==> src/sv/bmag_pkg.sv <==
`timescale 1ns / 1ps
// ----------------------------------------------------------------------------
// bmag_pkg
// Shared constants, types and helpers for the broadcast multiply address
// generator.
// ----------------------------------------------------------------------------
package bmag_pkg;

    localparam int MAX_DIMS  = 4;
    localparam int SIZE_BITS = 8;

    localparam int IDX_W    = 32;
    localparam int CFG_W    = 32;
    localparam int NDIM_W   = 3;
    localparam int MASK_W   = 4;
    localparam int REGIDX_W = 2;

    // Cycles needed by the stride chain to settle after a configuration write.
    localparam int SETTLE_W = $clog2(MAX_DIMS + 1);
    localparam logic [SETTLE_W-1:0] SETTLE_CYCLES = SETTLE_W'(MAX_DIMS - 1);

    typedef logic [SIZE_BITS-1:0] digit_t;
    typedef logic [IDX_W-1:0]     index_t;

    typedef enum logic [REGIDX_W-1:0] {
        REG_NUM_DIMS    = 2'd0,
        REG_OUT_SIZES   = 2'd1,
        REG_X_SPAN_MASK = 2'd2,
        REG_Y_SPAN_MASK = 2'd3
    } cfg_reg_t;

    // Size of one dimension; a zero field or one lying above the register
    // counts as size one.
    function automatic digit_t dim_size(input logic [CFG_W-1:0] sizes, input int d);
        logic [CFG_W-1:0] shifted;
        digit_t           field;
        shifted = '0;
        if (d * SIZE_BITS < CFG_W) begin
            shifted = sizes >> (d * SIZE_BITS);
        end
        field = shifted[SIZE_BITS-1:0];
        return (field == '0) ? digit_t'(1) : field;
    endfunction

    // Span bit of one dimension; dimensions beyond the mask never span.
    function automatic logic spans(input logic [MASK_W-1:0] mask, input int d);
        logic bit_val;
        bit_val = 1'b0;
        if (d < MASK_W) begin
            bit_val = mask[d];
        end
        return bit_val;
    endfunction

endpackage

==> src/sv/broadcast_multiply_address_generator_core.sv <==
`timescale 1ns / 1ps
// ----------------------------------------------------------------------------
// broadcast_multiply_address_generator_core
// Walks an N-dimensional output array in column-major order and gives, for
// each request word, the linear output index and the matching x and y indices
// of a broadcast multiply.
// ----------------------------------------------------------------------------
//
//  Channel   Direction  Handshake             Contents
//  --------  ---------  --------------------  ----------------------------------
//  s_        in         s_tvalid / s_tready   tdata[0] restart
//  m_        out        m_tvalid / m_tready   tdata out, x, y index; tlast last
//  cfg_      in         cfg_valid / cfg_ready cfg_index register, cfg_data value
//
// One request word is taken per cycle while s_tready is high, and its address
// word appears in the output register in the cycle after it is taken; the walk
// state and result come from a single layer of compare, select and add logic.
// After reset, and after every configuration write, the request side is held
// off by a settling counter while the stride chain, one multiplier per dimension
// above dimension 0 for each of x and y, settles.
// The output register is the only stage: once the stride chain has settled, a
// new request is taken whenever the register is empty or is being emptied in
// the same cycle, so a stalled downstream side stalls only the request side.
// The configuration port is always ready.
//
module broadcast_multiply_address_generator_core
    import bmag_pkg::*;
(
    input  logic                 aclk,
    input  logic                 aresetn,

    input  logic                 s_tvalid,
    output logic                 s_tready,
    input  logic [7:0]           s_tdata,    // [0] restart, [7:1] zero

    output logic                 m_tvalid,
    input  logic                 m_tready,
    output logic [3*IDX_W-1:0]   m_tdata,    // [31:0] out_index, [63:32] x_index,
                                             // [95:64] y_index
    output logic                 m_tlast,    // last element of the array

    input  logic                 cfg_valid,
    output logic                 cfg_ready,
    input  logic [REGIDX_W-1:0]  cfg_index,
    input  logic [CFG_W-1:0]     cfg_data
);

    // Configuration registers.
    logic [NDIM_W-1:0] num_dims_reg;
    logic [CFG_W-1:0]  out_sizes_reg;
    logic [MASK_W-1:0] x_span_mask_reg;
    logic [MASK_W-1:0] y_span_mask_reg;

    // Settling counter for the stride chain.
    logic [SETTLE_W-1:0] settle_reg;
    logic [SETTLE_W-1:0] settle_next;

    // Stride of each dimension within x and y: the product of the spanned
    // sizes of all lower dimensions.
    index_t x_stride_reg [MAX_DIMS];
    index_t y_stride_reg [MAX_DIMS];

    // Walk state.
    digit_t digit_reg  [MAX_DIMS];
    digit_t digit_next [MAX_DIMS];
    index_t x_offset_reg, x_offset_next;
    index_t y_offset_reg, y_offset_next;
    index_t out_pos_reg,  out_pos_next;

    // Output register.
    logic               m_tvalid_reg;
    logic [3*IDX_W-1:0] m_tdata_reg, m_tdata_next;
    logic               m_tlast_reg, m_tlast_next;

    logic   s_accept;
    logic   cfg_accept;
    logic   restart;
    logic   is_last;
    index_t x_cur, y_cur, pos_cur;
    index_t x_rewind, y_rewind;

    assign cfg_ready  = 1'b1;
    assign cfg_accept = cfg_valid && cfg_ready;

    assign s_tready = (settle_reg == '0) && (!m_tvalid_reg || m_tready);
    assign s_accept = s_tvalid && s_tready;
    assign restart  = s_tdata[0];

    assign m_tvalid = m_tvalid_reg;
    assign m_tdata  = m_tdata_reg;
    assign m_tlast  = m_tlast_reg;

    // ------------------------------------------------------------------
    // Configuration and stride chain
    // ------------------------------------------------------------------
    always_ff @(posedge aclk) begin
        if (!aresetn) begin
            num_dims_reg    <= NDIM_W'(1);
            out_sizes_reg   <= 32'h0101_0101;
            x_span_mask_reg <= '1;
            y_span_mask_reg <= '1;
        end else if (cfg_accept) begin
            case (cfg_reg_t'(cfg_index))
                REG_NUM_DIMS:    num_dims_reg    <= cfg_data[NDIM_W-1:0];
                REG_OUT_SIZES:   out_sizes_reg   <= cfg_data;
                REG_X_SPAN_MASK: x_span_mask_reg <= cfg_data[MASK_W-1:0];
                REG_Y_SPAN_MASK: y_span_mask_reg <= cfg_data[MASK_W-1:0];
                default: ;
            endcase
        end
    end

    always_comb begin
        settle_next = settle_reg;
        if (cfg_accept) begin
            settle_next = SETTLE_CYCLES;
        end else if (settle_reg != '0) begin
            settle_next = settle_reg - SETTLE_W'(1);
        end
    end

    always_ff @(posedge aclk) begin
        if (!aresetn) begin
            settle_reg <= SETTLE_CYCLES;
        end else begin
            settle_reg <= settle_next;
        end
    end

    // Each stage multiplies the stride below it by the lower dimension's size if
    // the operand spans it, else passes it on; changes ripple up stage by stage.
    always_ff @(posedge aclk) begin
        x_stride_reg[0] <= IDX_W'(1);
        y_stride_reg[0] <= IDX_W'(1);
        for (int d = 1; d < MAX_DIMS; d++) begin
            x_stride_reg[d] <= spans(x_span_mask_reg, d - 1)
                ? IDX_W'(x_stride_reg[d-1] * IDX_W'(dim_size(out_sizes_reg, d - 1)))
                : x_stride_reg[d-1];
            y_stride_reg[d] <= spans(y_span_mask_reg, d - 1)
                ? IDX_W'(y_stride_reg[d-1] * IDX_W'(dim_size(out_sizes_reg, d - 1)))
                : y_stride_reg[d-1];
        end
    end

    // ------------------------------------------------------------------
    // Odometer step
    // ------------------------------------------------------------------
    // The first active dimension whose digit is not yet final is the one that
    // counts up; all below it wrap. Rewinding the wrapped dimensions and
    // stepping the carry dimension telescopes to +1 when the operand spans the
    // carry dimension, and to 1 - stride otherwise.
    always_comb begin
        digit_t cur     [MAX_DIMS];
        logic   active  [MAX_DIMS];
        logic   at_end  [MAX_DIMS];
        logic   below   [MAX_DIMS];
        logic   carry   [MAX_DIMS];
        logic   all_end;

        x_cur   = restart ? '0 : x_offset_reg;
        y_cur   = restart ? '0 : y_offset_reg;
        pos_cur = restart ? '0 : out_pos_reg;

        all_end  = 1'b1;
        x_rewind = '0;
        y_rewind = '0;
        for (int d = 0; d < MAX_DIMS; d++) begin
            cur[d]    = restart ? '0 : digit_reg[d];
            active[d] = (d == 0) || ({1'b0, num_dims_reg} > 4'(d));
            at_end[d] = cur[d] >= (dim_size(out_sizes_reg, d) - digit_t'(1));
            below[d]  = all_end;
            carry[d]  = below[d] && active[d] && !at_end[d];
            all_end   = all_end && (at_end[d] || !active[d]);
            if (carry[d] && !spans(x_span_mask_reg, d)) begin
                x_rewind = x_rewind | x_stride_reg[d];
            end
            if (carry[d] && !spans(y_span_mask_reg, d)) begin
                y_rewind = y_rewind | y_stride_reg[d];
            end
        end
        is_last = all_end;

        for (int d = 0; d < MAX_DIMS; d++) begin
            if (is_last || (below[d] && at_end[d])) begin
                digit_next[d] = '0;
            end else if (carry[d]) begin
                digit_next[d] = cur[d] + digit_t'(1);
            end else begin
                digit_next[d] = cur[d];
            end
        end

        x_offset_next = is_last ? '0 : x_cur + IDX_W'(1) - x_rewind;
        y_offset_next = is_last ? '0 : y_cur + IDX_W'(1) - y_rewind;
        out_pos_next  = is_last ? '0 : pos_cur + IDX_W'(1);

        m_tdata_next = {y_cur, x_cur, pos_cur};
        m_tlast_next = is_last;
    end

    always_ff @(posedge aclk) begin
        if (!aresetn) begin
            for (int d = 0; d < MAX_DIMS; d++) begin
                digit_reg[d] <= '0;
            end
            x_offset_reg <= '0;
            y_offset_reg <= '0;
            out_pos_reg  <= '0;
        end else if (s_accept) begin
            digit_reg    <= digit_next;
            x_offset_reg <= x_offset_next;
            y_offset_reg <= y_offset_next;
            out_pos_reg  <= out_pos_next;
        end
    end

    // ------------------------------------------------------------------
    // Output register
    // ------------------------------------------------------------------
    always_ff @(posedge aclk) begin
        if (!aresetn) begin
            m_tvalid_reg <= 1'b0;
        end else if (s_accept) begin
            m_tvalid_reg <= 1'b1;
        end else if (m_tready) begin
            m_tvalid_reg <= 1'b0;
        end
    end

    always_ff @(posedge aclk) begin
        if (s_accept) begin
            m_tdata_reg <= m_tdata_next;
            m_tlast_reg <= m_tlast_next;
        end
    end

endmodule
==> config.mk <==
export PLATFORM = sky130hd
export DESIGN_NAME = broadcast_multiply_address_generator_core
export DESIGN_NICKNAME = d
export VERILOG_FILES = /design/src/sv/bmag_pkg.sv /design/src/sv/broadcast_multiply_address_generator_core.sv
export SDC_FILE = /design/constraint.sdc
export NUM_CORES = 2
export LEC_CHECK = 0
export ABC_AREA = 1
export BUFFER_PORTS_ARGS = -buffer_cell sky130_fd_sc_hd__buf_2
export CAP_MARGIN = 25
export CELL_PAD_IN_SITES_DETAIL_PLACEMENT = 1
export CELL_PAD_IN_SITES_GLOBAL_PLACEMENT = 2
export CORE_MARGIN = 3
export CORE_UTILIZATION = 41
export CTS_CLUSTER_DIAMETER = 120
export DETAILED_ROUTE_END_ITERATION = 12
export GPL_TIMING_DRIVEN = 0
export PLACE_DENSITY = 0.93
export SYNTH_ARGS = -nofsm -noshare
export SYNTH_HDL_FRONTEND = slang
export SYNTH_SLANG_ARGS = --single-unit
==> constraint.sdc <==
create_clock -name aclk -period 13.35 [get_ports aclk]
set_input_delay 2.67 -clock aclk [delete_from_list [all_inputs] [get_ports aclk]]
set_output_delay 2.67 -clock aclk [all_outputs]
set_load 0.01 [all_outputs]
# After elaboration in Yosys (flattened, before gate mapping)
# Memories as Yosys holds them, arrays and structs flattened.
# Cells that the tools add are included.
# op_classes
add_sub_neg	14
mul	6
magnitude_cmp	7
n_eq_ne	3
n_mux	38
bitwise	7
reduce_logical	59
# op_table
cell	n
32-bit two-way mux	20
32-bit by 8-bit multiplier with 32-bit output	6
32-bit OR	6
8-bit two-way mux	16
32-bit by 1-bit adder with 32-bit output (second input constant)	3
32-bit subtractor	2
8-bit by 1-bit adder with 8-bit output (second input constant)	4
8-bit greater-or-equal comparator	4
8-bit zero test	4
8-bit by 1-bit subtractor with 8-bit output (second input constant)	4
1-bit logical AND	22
1-bit zero test	16
1-bit logical OR	8
2-bit AND reduction	4
3-bit by 2-bit greater-than comparator with 1-bit output (second input constant)	2
2-bit == test (second input constant)	2
3-bit by 1-bit greater-than comparator with 1-bit output (second input constant)	1
3-bit zero test	1
3-bit nonzero test	1
3-bit by 1-bit subtractor with 3-bit output (second input constant)	1
2-bit by 1-bit == test with 1-bit output (second input constant)	1
2-bit zero test	1
1-bit two-way mux	2
2-bit nonzero test	1
other kinds (2)	2
# totals
register_bits	272
ramBits	256
input_bits	47
out_inout_bits	100
n_memories	2
# mem_list
memory	words	width	read_ports	rd_clocked_by_memory_dff	write_ports	line_no	rtl
x_stride_reg	4	32	4	0	4	broadcast_multiply_address_generator_core.sv:60	index_t x_stride_reg [MAX_DIMS];
y_stride_reg	4	32	4	0	4	broadcast_multiply_address_generator_core.sv:61	index_t y_stride_reg [MAX_DIMS];

# Depth between registers and ports, before layout
# depth
depth_word	15
depth_mapped	38

# Worst setup path after synthesis
# OpenSTA, ideal clock, no wires.
# synth_path
path_kind	in2reg
startpoint	input s_tdata[0]
endpoint	register y_offset_reg[23]
setup_time_ns	0.132
arrival_time_ns	7.134
slack_ns	6.083
stages	32
path_buffers	7
path_cell_list	buf_6 > buf_6 > buf_2 > buf_2 > buf_2 > buf_2 > nor2_1 > ha_1 > inv_1 > nor2_1 > o21ai_1 > nand2_1 > nand2_1 > nand3_4 > nor2_4 > nand3_2 > buf_2 > o221ai_1 > ha_1 > inv_1 > ha_1 > fa_1 > nand2_1 > a21oi_1 > a21oi_1 > o21ai_0 > nand2_1 > nand2_1 > a21oi_1 > xor2_1 > nand2_1 > a21oi_1
# synth_via
elab_chain_cells	13
elab_cells_between_ends	39
# synth_rtl
element	line_no	rtl
start: declaration	broadcast_multiply_address_generator_core.sv:34	input logic [7:0] s_tdata,
8-bit two-way mux	broadcast_multiply_address_generator_core.sv:168	cur[d] = restart ? '0 : digit_reg[d];
8-bit greater-or-equal comparator	broadcast_multiply_address_generator_core.sv:170	at_end[d] = cur[d] >= (dim_size(out_sizes_reg, d) - digit_t'(1));
1-bit zero test	broadcast_multiply_address_generator_core.sv:172	carry[d] = below[d] && active[d] && !at_end[d];
1-bit logical AND	broadcast_multiply_address_generator_core.sv:177	if (carry[d] && !spans(y_span_mask_reg, d)) begin
32-bit two-way mux	broadcast_multiply_address_generator_core.sv:177	
32-bit OR	broadcast_multiply_address_generator_core.sv:178	y_rewind = y_rewind | y_stride_reg[d];
32-bit two-way mux	broadcast_multiply_address_generator_core.sv:177	
32-bit OR	broadcast_multiply_address_generator_core.sv:178	
32-bit two-way mux	broadcast_multiply_address_generator_core.sv:177	
32-bit OR	broadcast_multiply_address_generator_core.sv:178	
32-bit two-way mux	broadcast_multiply_address_generator_core.sv:177	
32-bit subtractor	broadcast_multiply_address_generator_core.sv:194	y_offset_next = is_last ? '0 : y_cur + IDX_W'(1) - y_rewind;
32-bit two-way mux *	broadcast_multiply_address_generator_core.sv:194	
end signal: assignment	broadcast_multiply_address_generator_core.sv:212	y_offset_reg <= y_offset_next;
end: declaration	broadcast_multiply_address_generator_core.sv:67	index_t y_offset_reg, y_offset_next;
# Mark *: on every way between the ends. The rest lies on a longest branch, timed or not.
# A chain may end at the register's enable or synchronous reset.

# Worst setup path after layout
# layout_path
startpoint	input s_tdata[0]
endpoint	register y_offset_reg[31]
# The elaborated chain is that of the path after synthesis.

==> results.md <==
- Routed wire length: 110500 um
- Tightest Pin Transition: 1.031 ns
- Slowest CP cell: o21ai_0
- Worst-path maximum fanout: 10
- PwrDens: 79.77 nW/um^2
- Non-Filler Instances: 5814
- Routability Congestion: 0.9123
- Post-synth ARST share: 0%
- Slowest stage delay, CP: 0.49 ns
- Gr usage total: 25.86%
- Mapped Cells: 4526
- Via count: 29.99k
- Minimum hold slack: 0.4673 ns
- Hold path cells: 2
- Max Cap Violations: 0
- Fillcell total: 10.31k
- Finished Core Util: 46.18%
- Number of synthesized flops with an enable pin: 97
- Reg2Reg Launch Point: out_sizes_reg[12]
- Vias in the first global route: 31.77k
- Slew Viols, Final: 0
- Count of cell types in the netlist: 60
- Hold Buf Count CTS: 0
- R2r worst-path depth: 35
- Drt initial violations: 1550
- Sequential fraction of the synthesis area: 25.34%
- Drt wl/cell: 19.01 um
- Deepest clock path buffer count: 3
- VDD IR-drop max: 0.09948 mV
- Synth top area cells: dfxtp_1, fa_1, ha_1
- CTS clock-pin slew for the worst setup and hold paths: 0.06 ns
- Hpwl dp: 90290 um
- Top_reg_cell synth: dfxtp_1
- Area grow syn2layout: 10.75%
- Worst EP required: 13.90 ns
- Top cell by count, worst path: buf_2
- Final Hold Vio Count: 0
- Die W: 293.4 um
- Max Clock Freq: 0.1091 GHz
- DP Cell Count: 5727
- Final worst path period need: 9.162 ns
- Sink Count: 380
- Die Height: 293.4 um
- Post-cts sizing count: 0
- Setup Buffers After CTS: 0
- Die area: 86070 um^2
- # setup viols final: 0
- Final nets: 5366
- Hold_sp: y_offset_reg[24]
- Max reg flops: 96
- Critical path class: input pin to register
- Worst hold-check path type: register to register
- Io pins: 147
- RSZ-0062 raised after global routing: no
- WHS Endpoint: y_offset_reg[24]
- Total grt overflow: 0
- Routed vias/inst: 5.158
- Flops & latches, synth: 380
- Dominant cell type by area after synthesis: dfxtp_1
- Share of layout cells above drive strength 1: 7.280%
- Row cnt: 104
- Max_slew headroom: 31.26%
- Clk_lat worst skew: 0.62 ns
- Global-route wire length before repair: 175700 um
- Initial antenna violation count: 2
- CP Launch Type: input pin
- Drt pass-1 iters: 5
- Total power: 2991 uW
- R2R Setup Slk: 5.83 ns
- Tcrit/Tclk final: 68.63%
- Syn Area/Cell: 7.481 um^2
- Post-DRT Antenna Nets: 0
- I/O Buffers: 138
- Starting density of the core: 41.70%
- Status: completed
- Pin count of the biggest net entering global routing: 45
- Layout Skew: 0.05278 ns
- Yosys Warn Count: 0
- Worst R2R End: y_offset_reg[31]
- CTS tree: done
- Htree depth: 2
- Core area: 81200 um^2
- WP data arrival: 9.71 ns
- LEAKAGE: 0.01955 uW
- Syn nets: 5176
- Crit. End Element: register
- Post-synth top area share: 16.73%
- Syn Std Cell Area: 33860 um^2
- CTS Buf Count: 46
- Setup TNS Final: 0 ns
- Drc violations: 0
- Root Driver: clkbuf_16
cells by family after synthesis:
kind of cell	Yosys count	share of synthesized area [%]
other	1	0.01108
AND/OR/NAND/NOR	1754	21.53
AO/OA/AOI/OAI	671	10.69
adder cells (fa/ha/maj)	603	28.18
XOR/XNOR	107	2.768
buffers and inverters	1010	11.49
flip-flops	380	25.34
stage by stage:
stage	cell area (um^2)	worst slack [ns]
after floorplan	33860	6.083
after global placement	35880	3.709
after detailed placement	35920	3.671
after CTS	37490	4.213
after global routing	37490	3.718
final	37500	4.188
cell usage after synthesis (all sizes together) (2+ instances only):
master	count
clkbuf	136
fa	266
inv	815
a31oi	6
nand4	61
o21ai	184
o311ai	2
buf	54
o41ai	2
ha	337
o2111ai	3
xor2	67
xnor2	40
a21boi	8
o21a	25
o31ai	2
nor4	2
nor3b	2
a21o	10
clkinv	5
dfxtp	283
o221ai	6
nand3	123
a21oi	386
nor2	417
a211oi	3
or2	21
o22ai	13
nand3b	4
nand2	1085
edfxtp	97
o211ai	8
nor3	36
o21bai	10
metal layers:
metal  vias up  GRT usage [%]  wire, um
met5         -              0         7
met4         2          8.082      3621
met3       149          3.205      4743
met2       573          43.96     51460
met1     14710          34.37     50690
li1      14550              -         -
power breakdown:
group / switching [uW] / internal [uW]
clock network: 548 / 735
logic: 329 / 141
registers: 17.6 / 1220
worst max-delay path, delay by kind of cell:
| family | cells | cell delay, ns |
|---|---|---|
| AOI/OAI and AO/OA | 6 | 1.53 |
| and+or+nand+nor | 13 | 1.83 |
| buffers and inverters | 10 | 2.61 |
| adders and majority gates | 4 | 1.03 |
worst max path at each step:
| stage | from | slack (ns) | to |
|---|---|---|---|
| after floorplan | s_tdata[0] | 6.08 | y_offset_reg[23] |
| after global placement | s_tdata[0] | 3.71 | y_offset_reg[31] |
| after detailed placement | s_tdata[0] | 3.67 | y_offset_reg[31] |
| after CTS | s_tdata[0] | 4.21 | y_offset_reg[31] |
| after global routing | s_tdata[0] | 3.72 | x_offset_reg[31] |
| final | s_tdata[0] | 4.19 | y_offset_reg[31] |
layout make-up:
| class | count | area, um^2 | area share (%) |
|---|---|---|---|
| Tap cell | 1060 | 1326 | 3.537 |
| Clock buffer | 58 | 1256 | 3.350 |
| Buffer | 190 | 813.3 | 2.169 |
| Multi-Input combinational cell | 3136 | 21390 | 57.05 |
| Timing Repair Buffer | 142 | 745.7 | 1.989 |
| Sequential cell | 380 | 8578 | 22.88 |
| Clock inverter | 27 | 306.5 | 0.8175 |
| Inverter | 820 | 3078 | 8.208 |
| Antenna cell | 1 | 2.502 | 0.006674 |
placed cells by master (no fill, tap or decap), types with 11 or more instances in the layout:
cell type / netlist / layout
buf_4: 9 / 11
xnor2_1: 40 / 40
clkbuf_16: 0 / 46
o21ai_0: 181 / 181
edfxtp_1: 97 / 97
ha_1: 337 / 337
nand2_1: 1077 / 1077
inv_2: 19 / 19
nor2_1: 397 / 397
dfxtp_1: 283 / 283
fa_1: 266 / 266
xor2_1: 67 / 67
or2_2: 19 / 19
inv_1: 796 / 796
buf_2: 24 / 163
buf_1: 18 / 17
nand3_1: 119 / 119
nor3_1: 27 / 27
a21oi_1: 383 / 383
clkbuf_1: 126 / 132
o21a_1: 25 / 25
nand4_1: 60 / 60
o22ai_1: 13 / 13
Note: power is estimated with default switching activity, not from simulation.
